`config.mk`:
```
export PLATFORM = sky130hd
export DESIGN_NAME = sorted_insert_priority_queue
export DESIGN_NICKNAME = d
export VERILOG_FILES = /design/src/rtl/spq_pkg.sv /design/src/rtl/sorted_insert_priority_queue.sv /design/src/rtl/spq_cell.sv /design/src/rtl/spq_out_buf.sv
export SDC_FILE = /design/constraint.sdc
export NUM_CORES = 1
export LEC_CHECK = 0
export ABC_AREA = 1
export BUFFER_PORTS_ARGS = -buffer_cell sky130_fd_sc_hd__buf_2
export CORE_ASPECT_RATIO = 1.25
export CORE_MARGIN = 4
export CORE_UTILIZATION = 55
export DETAILED_ROUTE_END_ITERATION = 16
export GPL_TIMING_DRIVEN = 1
export PLACE_DENSITY = 0.7
export SLEW_MARGIN = 20
export SYNTH_ARGS = -nofsm -noshare
export SYNTH_HDL_FRONTEND = slang
export SYNTH_SLANG_ARGS = --single-unit
export TNS_END_PERCENT = 1
```
`constraint.sdc`:
```
create_clock -name clock -period 8.7 [get_ports clock]
set_clock_uncertainty 0.1 [all_clocks]
set_input_delay 0 -clock clock [delete_from_list [all_inputs] [get_ports clock]]
set_output_delay 0 -clock clock [all_outputs]
set_load 0.05 [all_outputs]
```
`src/rtl/spq_pkg.sv`:
```
// Package for the sorted-insert priority queue.
// Holds the command and status codes, the key type and the structs that pass
// between the top level, the cells and the result buffer. Depends on nothing.
package spq_pkg;

   localparam int KEY_W = 32;

   typedef logic signed [KEY_W-1:0] key_type;

   typedef enum logic {
      CMD_INSERT = 1'b0,
      CMD_DELETE = 1'b1
   } cmd_type;

   typedef enum logic [1:0] {
      ST_OK        = 2'd0,
      ST_OVERFLOW  = 2'd1,
      ST_UNDERFLOW = 2'd2
   } status_type;

   // Broadcast from the control logic to every cell of the chain
   typedef struct packed {
      logic    ins;
      logic    del;
      key_type key;
   } cell_ctl_type;

   // One result transaction
   typedef struct packed {
      status_type status;
      key_type    key;
   } result_type;

endpackage

```
`src/rtl/sorted_insert_priority_queue.sv`:
```
// Top level of the sorted-insert minimum priority queue.
// Instantiates the chain of spq_cell slots and the spq_out_buf result buffer;
// depends on spq_pkg.
//
//   channel   ports                                  direction
//   request   req_valid req_stall req_cmd req_key_in in (stall out)
//   response  rsp_valid rsp_stall rsp_status rsp_key_out out (stall in)
//
// One transaction per cycle while req_stall is low: every cell compares and shifts
// in the same cycle, so the length of the chain does not limit the rate, and each
// result is registered in the result buffer before it leaves.
// The smallest key always sits in cell 0; a delete shifts the chain left.
// Reset (synchronous) empties the queue and the result buffer; keys are not cleared.
// req_stall rises only when both result buffer entries are held by a stalled consumer.
module sorted_insert_priority_queue #(
   parameter int DEPTH = 8
) (
   input  logic                   clock,
   input  logic                   reset,
   input  logic                   req_valid,
   output logic                   req_stall,
   input  logic                   req_cmd,
   input  logic signed [31:0]     req_key_in,
   output logic                   rsp_valid,
   input  logic                   rsp_stall,
   output logic [1:0]             rsp_status,
   output logic signed [31:0]     rsp_key_out
);
   import spq_pkg::*;

   localparam int IDX_W = $clog2(DEPTH);

   logic [IDX_W-1:0] head_ff, head_in;
   logic [IDX_W-1:0] tail_ff, tail_in;
   logic             holds_ff, holds_in;
   logic [IDX_W-1:0] span;
   logic             accept;
   logic             is_insert;
   logic             full;
   logic             buf_full;
   cell_ctl_type     ctl;
   result_type       result;
   result_type       rsp_data;
   logic [DEPTH-1:0] occ;
   logic [DEPTH-1:0] gt;
   key_type          cell_key [DEPTH];

   assign accept    = req_valid && !req_stall;
   assign is_insert = (cmd_type'(req_cmd) == CMD_INSERT);
   assign full      = holds_ff && (tail_ff == IDX_W'(DEPTH - 1));
   assign span      = tail_ff - head_ff;

   // Broadcast the operation to the cells
   always_comb begin
      ctl.ins = accept && is_insert && !full;
      ctl.del = accept && !is_insert && holds_ff;
      ctl.key = req_key_in;
   end

   // Mark the cells that hold queued keys
   for (genvar i = 0; i < DEPTH; i++) begin : g_occ
      assign occ[i] = holds_ff && (IDX_W'(i) <= span);
   end

   // Chain of cells; inner cells link to both neighbors, the end cells to one
   for (genvar i = 0; i < DEPTH; i++) begin : g_cell
      logic    occ_left;
      logic    gt_left;
      key_type key_left;
      key_type key_right;

      if (i == 0) begin : g_first
         assign occ_left = 1'b1;
         assign gt_left  = 1'b0;
         assign key_left = '0;
      end else begin : g_inner
         assign occ_left = occ[i-1];
         assign gt_left  = gt[i-1];
         assign key_left = cell_key[i-1];
      end

      if (i == DEPTH - 1) begin : g_last
         assign key_right = cell_key[i];
      end else begin : g_body
         assign key_right = cell_key[i+1];
      end

      spq_cell u_cell (
         .clock     (clock),
         .ctl       (ctl),
         .occ_self  (occ[i]),
         .occ_left  (occ_left),
         .gt_left   (gt_left),
         .key_left  (key_left),
         .key_right (key_right),
         .gt_self   (gt[i]),
         .slot_key  (cell_key[i])
      );
   end

   // Update head and tail indices
   always_comb begin
      head_in  = head_ff;
      tail_in  = tail_ff;
      holds_in = holds_ff;
      if (ctl.ins) begin
         if (!holds_ff) begin
            head_in  = '0;
            tail_in  = '0;
            holds_in = 1'b1;
         end else begin
            tail_in = tail_ff + 1'b1;
         end
      end else if (ctl.del) begin
         if (head_ff == tail_ff) begin
            head_in  = '0;
            tail_in  = '0;
            holds_in = 1'b0;
         end else begin
            head_in = head_ff + 1'b1;
         end
      end
   end

   always_ff @(posedge clock) begin
      if (reset) begin
         head_ff  <= '0;
         tail_ff  <= '0;
         holds_ff <= 1'b0;
      end else begin
         head_ff  <= head_in;
         tail_ff  <= tail_in;
         holds_ff <= holds_in;
      end
   end

   // Form the result transaction
   always_comb begin
      result.status = ST_OK;
      result.key    = '0;
      if (is_insert) begin
         if (full) begin
            result.status = ST_OVERFLOW;
         end
      end else if (holds_ff) begin
         result.key = cell_key[0];
      end else begin
         result.status = ST_UNDERFLOW;
      end
   end

   spq_out_buf u_out_buf (
      .clock     (clock),
      .reset     (reset),
      .push      (accept),
      .push_data (result),
      .pop_stall (rsp_stall),
      .full      (buf_full),
      .out_valid (rsp_valid),
      .out_data  (rsp_data)
   );

   assign req_stall   = buf_full;
   assign rsp_status  = rsp_data.status;
   assign rsp_key_out = rsp_data.key;

`ifndef SYNTHESIS
   a_stall_needs_result: assert property (@(posedge clock) disable iff (reset)
      req_stall |-> rsp_valid)
      else $error("request stalled with no result pending");

   a_empty_indices: assert property (@(posedge clock) disable iff (reset)
      !holds_ff |-> (head_ff == '0) && (tail_ff == '0))
      else $error("empty queue with nonzero indices");

   a_tail_not_below_head: assert property (@(posedge clock) disable iff (reset)
      holds_ff |-> (tail_ff >= head_ff))
      else $error("tail index below head index");

   a_insert_fills: assert property (@(posedge clock) disable iff (reset)
      ctl.ins |=> holds_ff)
      else $error("queue empty after an insert");

   a_head_sorted: assert property (@(posedge clock) disable iff (reset)
      occ[1] |-> (cell_key[0] <= cell_key[1]))
      else $error("front of the key chain out of order");
`endif

endmodule

```
`src/rtl/spq_cell.sv`:
```
// One slot of the sorted key chain.
// Compares its key with the broadcast key; on insert takes a key from its left
// neighbor or the broadcast key, on delete from its right neighbor. Depends on spq_pkg.
module spq_cell (
   input  logic                  clock,
   input  spq_pkg::cell_ctl_type ctl,
   input  logic                  occ_self,
   input  logic                  occ_left,
   input  logic                  gt_left,
   input  spq_pkg::key_type      key_left,
   input  spq_pkg::key_type      key_right,
   output logic                  gt_self,
   output spq_pkg::key_type      slot_key
);
   import spq_pkg::*;

   key_type slot_key_ff;
   key_type slot_key_in;

   // Flag an occupied slot whose key sorts after the new key
   assign gt_self = occ_self && (slot_key_ff > ctl.key);

   // Shift right past the insert point, drop in the new key, or shift left on delete
   always_comb begin
      slot_key_in = slot_key_ff;
      if (ctl.ins) begin
         if (gt_left) begin
            slot_key_in = key_left;
         end else if (gt_self || (!occ_self && occ_left)) begin
            slot_key_in = ctl.key;
         end
      end else if (ctl.del) begin
         slot_key_in = key_right;
      end
   end

   always_ff @(posedge clock) begin
      slot_key_ff <= slot_key_in;
   end

   assign slot_key = slot_key_ff;

endmodule

```
`src/rtl/spq_out_buf.sv`:
```
// Two-entry result buffer that parts the request side from the response side.
// Holds a result while the consumer stalls and still takes one more.
// Depends on spq_pkg.
module spq_out_buf (
   input  logic                clock,
   input  logic                reset,
   input  logic                push,
   input  spq_pkg::result_type push_data,
   input  logic                pop_stall,
   output logic                full,
   output logic                out_valid,
   output spq_pkg::result_type out_data
);
   import spq_pkg::*;

   logic       main_valid_ff, main_valid_in;
   logic       skid_valid_ff, skid_valid_in;
   result_type main_data_ff, main_data_in;
   result_type skid_data_ff, skid_data_in;
   logic       pop;

   assign pop = main_valid_ff && !pop_stall;

   // Advance the skid entry into the main slot, load the new transaction, or park it in the skid entry
   always_comb begin
      main_valid_in = main_valid_ff;
      main_data_in  = main_data_ff;
      skid_valid_in = skid_valid_ff;
      skid_data_in  = skid_data_ff;
      if (pop) begin
         if (skid_valid_ff) begin
            main_data_in  = skid_data_ff;
            skid_valid_in = 1'b0;
         end else begin
            main_valid_in = push;
            main_data_in  = push_data;
         end
      end else if (push) begin
         if (main_valid_ff) begin
            skid_valid_in = 1'b1;
            skid_data_in  = push_data;
         end else begin
            main_valid_in = 1'b1;
            main_data_in  = push_data;
         end
      end
   end

   always_ff @(posedge clock) begin
      if (reset) begin
         main_valid_ff <= 1'b0;
         skid_valid_ff <= 1'b0;
      end else begin
         main_valid_ff <= main_valid_in;
         skid_valid_ff <= skid_valid_in;
      end
      main_data_ff <= main_data_in;
      skid_data_ff <= skid_data_in;
   end

   assign full      = skid_valid_ff;
   assign out_valid = main_valid_ff;
   assign out_data  = main_data_ff;

endmodule

```
After elaboration in Yosys (flattened, before gate mapping). Index checks and enable logic that the tools add are counted.

RAM bits: 0. Word-level logic and storage cells: 170. Output and inout port bits: 36. Memories: 0. Bits of input ports: 37. Bits in latches: 0. ROM bits: 0. Register bits after elaboration: 333.

Bitwise logic cells: 2. Multipliers: 0. Magnitude comparators: 16. Equality and inequality tests: 12. Reduce and logical (&&, ||, !) cells: 68. Divide/modulo/power cells: 0. Shift operators: 0. Muxes and demuxes: 52. Add/sub/neg operators: 3.

Operator list (number): $mux 32 (31); $gt 32x32->1 (8); $mux 34 (4); $logic_and 1x1->1 (30); $reduce_and 2->1 (13); $mux 3 (8); $ne 3x1->1 const B (6); $le 3x3->1 const A (4); $logic_not 1->1 (11); $logic_or 1x1->1 (8); $reduce_bool 2->1 (4); $mux 1 (7); $add 3x1->3 const B (2); $le 1x3->1 const A (2); $le 2x3->1 const A (2); $ne 2x2->1 const B (3); $mux 2 (2); $eq 3x3->1 (1); $eq 3x3->1 const B (1); $reduce_and 3->1 (1); $sub 3x3->3 (1); $ne 2x1->1 const B (1); $not 1->1 (2); $reduce_or 2->1 (1).

Depth between registers and ports, before layout.
Depth after elaboration: 9. Depth in mapped cells: 19. Depth with buffers taken out: 18.

By module. From an unflattened synthesis, not the netlist that was laid out.

Cells, all modules: 2996. Area, all modules: 23576.4 um^2.

Modules (own cells, without submodules): spq_cell (cells an instance 331, area each 2514.9 um^2, instances 8, seq. area each 960.9 um^2); spq_out_buf (cells an instance 192, area each 2578.7 um^2, instances 1, seq. area each 2082.0 um^2); sorted_insert_priority_queue (cells an instance 156, area each 878.3 um^2, instances 1, seq. area each 140.1 um^2).

Worst setup path after synthesis. No wires, ideal clock.

Path kind: input port to flip-flop. Start: input req_key_in[31]. End: register g_cell[0].u_cell.slot_key_ff[0], enable pin. Slack: 4220 ps. Buffers on the path: 0. Data arrival time: 3914 ps. Stages: 10. Library setup time: 466 ps. Data required time: 8134 ps. Cells stage by stage: clkinv_1 ha_1 nand2_1 nor2_1 and2_1 a21oi_1 nand2_1 a21oi_1 nand2_1 o21ai_0.

Word-level cells in the longest chain between the ends: 5.

Ends and longest elaborated chain: start: declaration (RTL line sorted_insert_priority_queue.sv:23) `input logic signed [31:0] req_key_in,`; $gt 32x32->1 (RTL line spq_cell.sv:21) `assign gt_self = occ_self && (slot_key_ff > ctl.key);`; $logic_and 1x1->1 (RTL line spq_cell.sv:21); $logic_or 1x1->1 (RTL line spq_cell.sv:29) `end else if (gt_self || (!occ_self && occ_left)) begin`; $ne 2x1->1 (no source line); $reduce_and 2->1 (no source line); end signal: assignment (RTL line spq_cell.sv:38) `slot_key_ff <= slot_key_in;`; end: declaration (RTL line spq_cell.sv:17) `key_type slot_key_ff;`.

No other way between the ends. A chain may end at the register's enable or synchronous reset.

Final worst setup path.
Start: register tail_ff[1]. End: register g_cell[6].u_cell.slot_key_ff[0], enable pin.

Word-level cells in the longest chain between the ends: 8. Elaborated cells between the ends (all ways): 17. Classes of those cells: add/sub: 1; order compare: 2; eq/ne: 2; reduce/logical: 12.

Ends and longest elaborated chain: start: declaration (RTL line sorted_insert_priority_queue.sv:34) `logic [IDX_W-1:0] tail_ff, tail_in;`; start signal: assignment (RTL line sorted_insert_priority_queue.sv:132) `tail_ff <= tail_in;`; $sub 3x3->3 (RTL line sorted_insert_priority_queue.sv:51) `assign span = tail_ff - head_ff;`; $le 3x3->1 (RTL line sorted_insert_priority_queue.sv:62) `assign occ[i] = holds_ff && (IDX_W'(i) <= span);`; $logic_and 1x1->1 (RTL line sorted_insert_priority_queue.sv:62); $logic_not 1->1 (RTL line spq_cell.sv:29); $logic_and 1x1->1 (RTL line spq_cell.sv:29); $logic_or 1x1->1 (RTL line spq_cell.sv:29); $ne 3x1->1 (no source line); $reduce_and 2->1 (no source line) (*); end signal: assignment (RTL line spq_cell.sv:38); end: declaration (RTL line spq_cell.sv:17).

Every way passes the cells marked *; elsewhere a longest branch is shown, timed or not.

==> results by group <==
Clock network
  – Clk sinks: 333
  – Skew-Pair Late Insertion Delay: 0.54 ns
  – Clock Path Buffers: 3
  – Clock buffer count from CTS: 37
  – H-tree Lvls: 2
  – Post-CTS Setup Inserts: 0
  – Clk root buf: clkbuf_16
  – CTS tree: yes
  – Clock transition at the registers of the reported paths: 0.06 ns
  – CTS resizes: 0

Worst hold path
  – Hold Crit Class: input pin to flip-flop
  – HP Start: req_key_in[9]
  – Hold Path End: g_cell[7].u_cell.slot_key[9]
  – Hold path cells: 3

Detailed routing
  – WL met2: 30.2 mm
  – # DRC: 0
  – Top Layer Used: met4
  – Initial DRC count: 1843
  – Metal-1 WL: 26.2 mm
  – ANT nets after route: 0
  – Via count: 19800
  – Vias per inst: 5.80
  – Routed WL per cell: 18.2 um
  – DRT Wirelength: 62.2 mm
  – Detailed Routing Iterations Pass 1: 6
  – Met3 WL post-DR: 3.59 mm

Yosys
  – Synthesized flop and latch total: 333
  – Post-synthesis cell area: 0.0232 mm^2
  – Cell count after synthesis: 2813
  – Commonest cells post-synth: nand2_1, edfxtp_1, inv_1
  – Post-synth top area cell: edfxtp_1
  – Syn. warnings: 0
  – FFs w/ async S/R, synth: 0%
  – Post-Syn Nets: 3112
  – Part of the Yosys area used for sequential elements: 42.8%
  – EDFF count, synth: 324
  – Yosys top cell area share: 42.0%
  – Main area contributors after synthesis: edfxtp_1, ha_1, nand2_1
  – Count leader, synth: nand2_1
  – Count of cell types in the netlist: 37
  – Post-synth top flop: edfxtp_1
  – Avg Inst Size Synth: 8.23 um^2

Die
  – Core ar.: 0.0413 mm^2
  – I/O pin count: 73
  – Die Ht: 237 um
  – Die ar.: 0.0455 mm^2
  – # rows: 83
  – Die span in x: 192 um
  – Initial core utilization: 56.0%

Placement
  – Placed Area: 0.0240 mm^2
  – DPL Wire Length: 44.8 mm
  – Final Wtd Congestion: 0.907
  – IO Port Bufs: 72

STA
  – Fmax: 0.222 GHz
  – # setup viols final: 0
  – Setup_tns: 0 ns
  – Final Max Tran Viols: 0
  – Measured slew at the worst slew-check pin: 1.05 ns
  – RSZ-0062 raised after global routing: false
  – Fin. Hold Viols: 0
  – Final period util: 51.7%
  – Headroom to the max-slew limit: 29.8%
  – Fin crit period: 4.50 ns

Critical path
  – Startpoint types: flip-flop
  – Crit path max-delay cell type: inv_6
  – Reg-to-Reg End: g_cell[6].u_cell.slot_key[0]
  – R2r setup slk: 4.20 ns
  – Worst Path Arrival: 4.64 ns
  – Reg2Reg Launch Point: tail_ff[1]
  – Worst-path maximum fanout: 113
  – Required time of the critical path: 8.84 ns
  – Critical Path Sink Type: flip-flop
  – Worst Reg-to-Reg Cells: 11
  – Worst path max stage delay: 0.91 ns
  – Crit path cell chain: ha_1 > ha_1 > nand2_1 > nand3_4 > inv_6 > buf_4 > o21ai_0 > nand3b_1 > nand2_1 > inv_1 > buf_4
  – Crit Path Class: flip-flop to flip-flop

GRT
  – GRT overflow: 0
  – First-pass GRT wire length: 99.9 mm
  – Vias in the first global route: 19500
  – Initial antenna violation count: 0
  – Largest net degree at the start of global routing: 114
  – GRT Total Usage: 26.8%

Power and ir drop
  – Worst VDD drop: 0.107 mV
  – Pwr per Cell Area: 167 mW/mm^2
  – Static leakage: 11.9 nW

Outcome
  – Status: completed

Final layout
  – Nets: 3139
  – Finished Cell Area: 0.0253 mm^2
  – Area grow syn2layout: 9.09%
  – N_diodes: 0
  – Filler cells: 3641
  – Layout cell share with drive strength beyond 1: 7.68%

Job
  – Max cap viols: 0
worst max-delay path, delay by kind of cell (launching register included):
| kind | cells | cell delay [ns] |
|---|---|---|
| flip-flops | 1 | 0.36 |
| AO/OA/AOI/OAI | 1 | 0.23 |
| buffers and inverters | 4 | 2.10 |
| adder cells (fa/ha/maj) | 2 | 0.37 |
| AND/OR/NAND/NOR | 4 | 0.93 |
per-layer routing:
layer	vias to the layer above	global-route usage, %
met5	-	0
met3	136	2.82
li1	9707	-
met4	0	10.3
met2	712	45.8
met1	9273	35.1
cell type report:
| type | instances | area, um^2 | share of cell area, % |
|---|---|---|---|
| timing repair buffer | 125 | 796 | 3.15 |
| tap | 552 | 691 | 2.73 |
| clock inverter | 16 | 106 | 0.421 |
| sequential | 333 | 9910 | 39.2 |
| multi-input combinational | 2031 | 11600 | 45.8 |
| inverter | 312 | 1180 | 4.65 |
| clock buffer | 47 | 1010 | 3.98 |
where the power goes:
part / total (mW) / switching [mW] / internal [mW]
clock network: 1.48 / 0.640 / 0.845
registers: 1.95 / 0.0635 / 1.89
logic: 0.783 / 0.548 / 0.234
state kept, by name, indices dropped and copies added, names as in the netlist:
name	count
u_out_buf.out_valid	1
holds_ff	1
tail_ff	3
u_out_buf.out_data	34
u_out_buf.full	1
u_out_buf.skid_data_ff	34
head_ff	3
g_cell.u_cell.slot_key	256
cells by family (layout without fill, tap and decap cells):
family	Yosys count	in the layout	synth area share, %
xor+xnor	1	1	0.0702
fa+ha+maj	262	262	14.2
flops	333	333	42.8
simple gates	1462	1462	27.5
mux	34	34	1.65
compound gates	272	272	6.23
buf+inv	449	500	7.54
layout by cell type (no fill, tap or decap), drive strengths merged:
cell type	Yosys	final
nor4	4	4
o21ai	74	74
a2111oi	1	1
nand2	859	859
nand4	219	219
nand3	219	219
edfxtp	324	324
o21bai	2	2
a41oi	1	1
a21o	2	2
dfxtp	9	9
nor3	10	10
o211ai	6	6
clkinv	31	44
bufinv	0	1
a21oi	174	174
mux2	34	34
o21a	12	12
inv	281	282
ha	261	261
clkbuf	96	47
nor2	144	144
fa	1	1
or2	2	2
dlygate4sd3	0	15
buf	41	110
and2	1	1
xnor2	1	1
nand3b	4	4
clkinvlp	0	1
timing repair:
item,in CTS,in global routing
hold endpoints to repair,38,0
hold buffers,15,0
setup endpoints to repair,0,0
metrics by stage:
step | util, % | total power, mW | std cells | hold WS, ns | setup slack [ns]
2_1_floorplan | - | 2.52 | 2813 | 0.0876 | 4.22
3_3_place_gp | 58.0 | 2.71 | 3338 | 0.189 | 3.87
3_5_place_dp | 58.0 | 2.75 | 3338 | 0.199 | 3.69
4_1_cts | 61.1 | 4.24 | 3416 | 0.00989 | 3.84
5_1_grt | 61.1 | 4.41 | 3416 | 0.0688 | 3.87
6_report | 61.1 | 4.22 | 3416 | 0.0429 | 4.20
worst max path at each step:
stage	slack, ns	startpoint	to
CTS	3.84	g_cell[2].u_cell.slot_key[5]	g_cell[3].u_cell.slot_key[7]
detailed placement	3.69	req_key_in[25]	g_cell[5].u_cell.slot_key[2]
global route	3.87	g_cell[2].u_cell.slot_key[5]	g_cell[2].u_cell.slot_key[7]
global placement	3.87	req_key_in[3]	g_cell[5].u_cell.slot_key[20]
finish	4.20	tail_ff[1]	g_cell[6].u_cell.slot_key[0]
floorplan	4.22	req_key_in[31]	g_cell[0].u_cell.slot_key[0]
No activity file was read; power rests on OpenSTA's default activity.
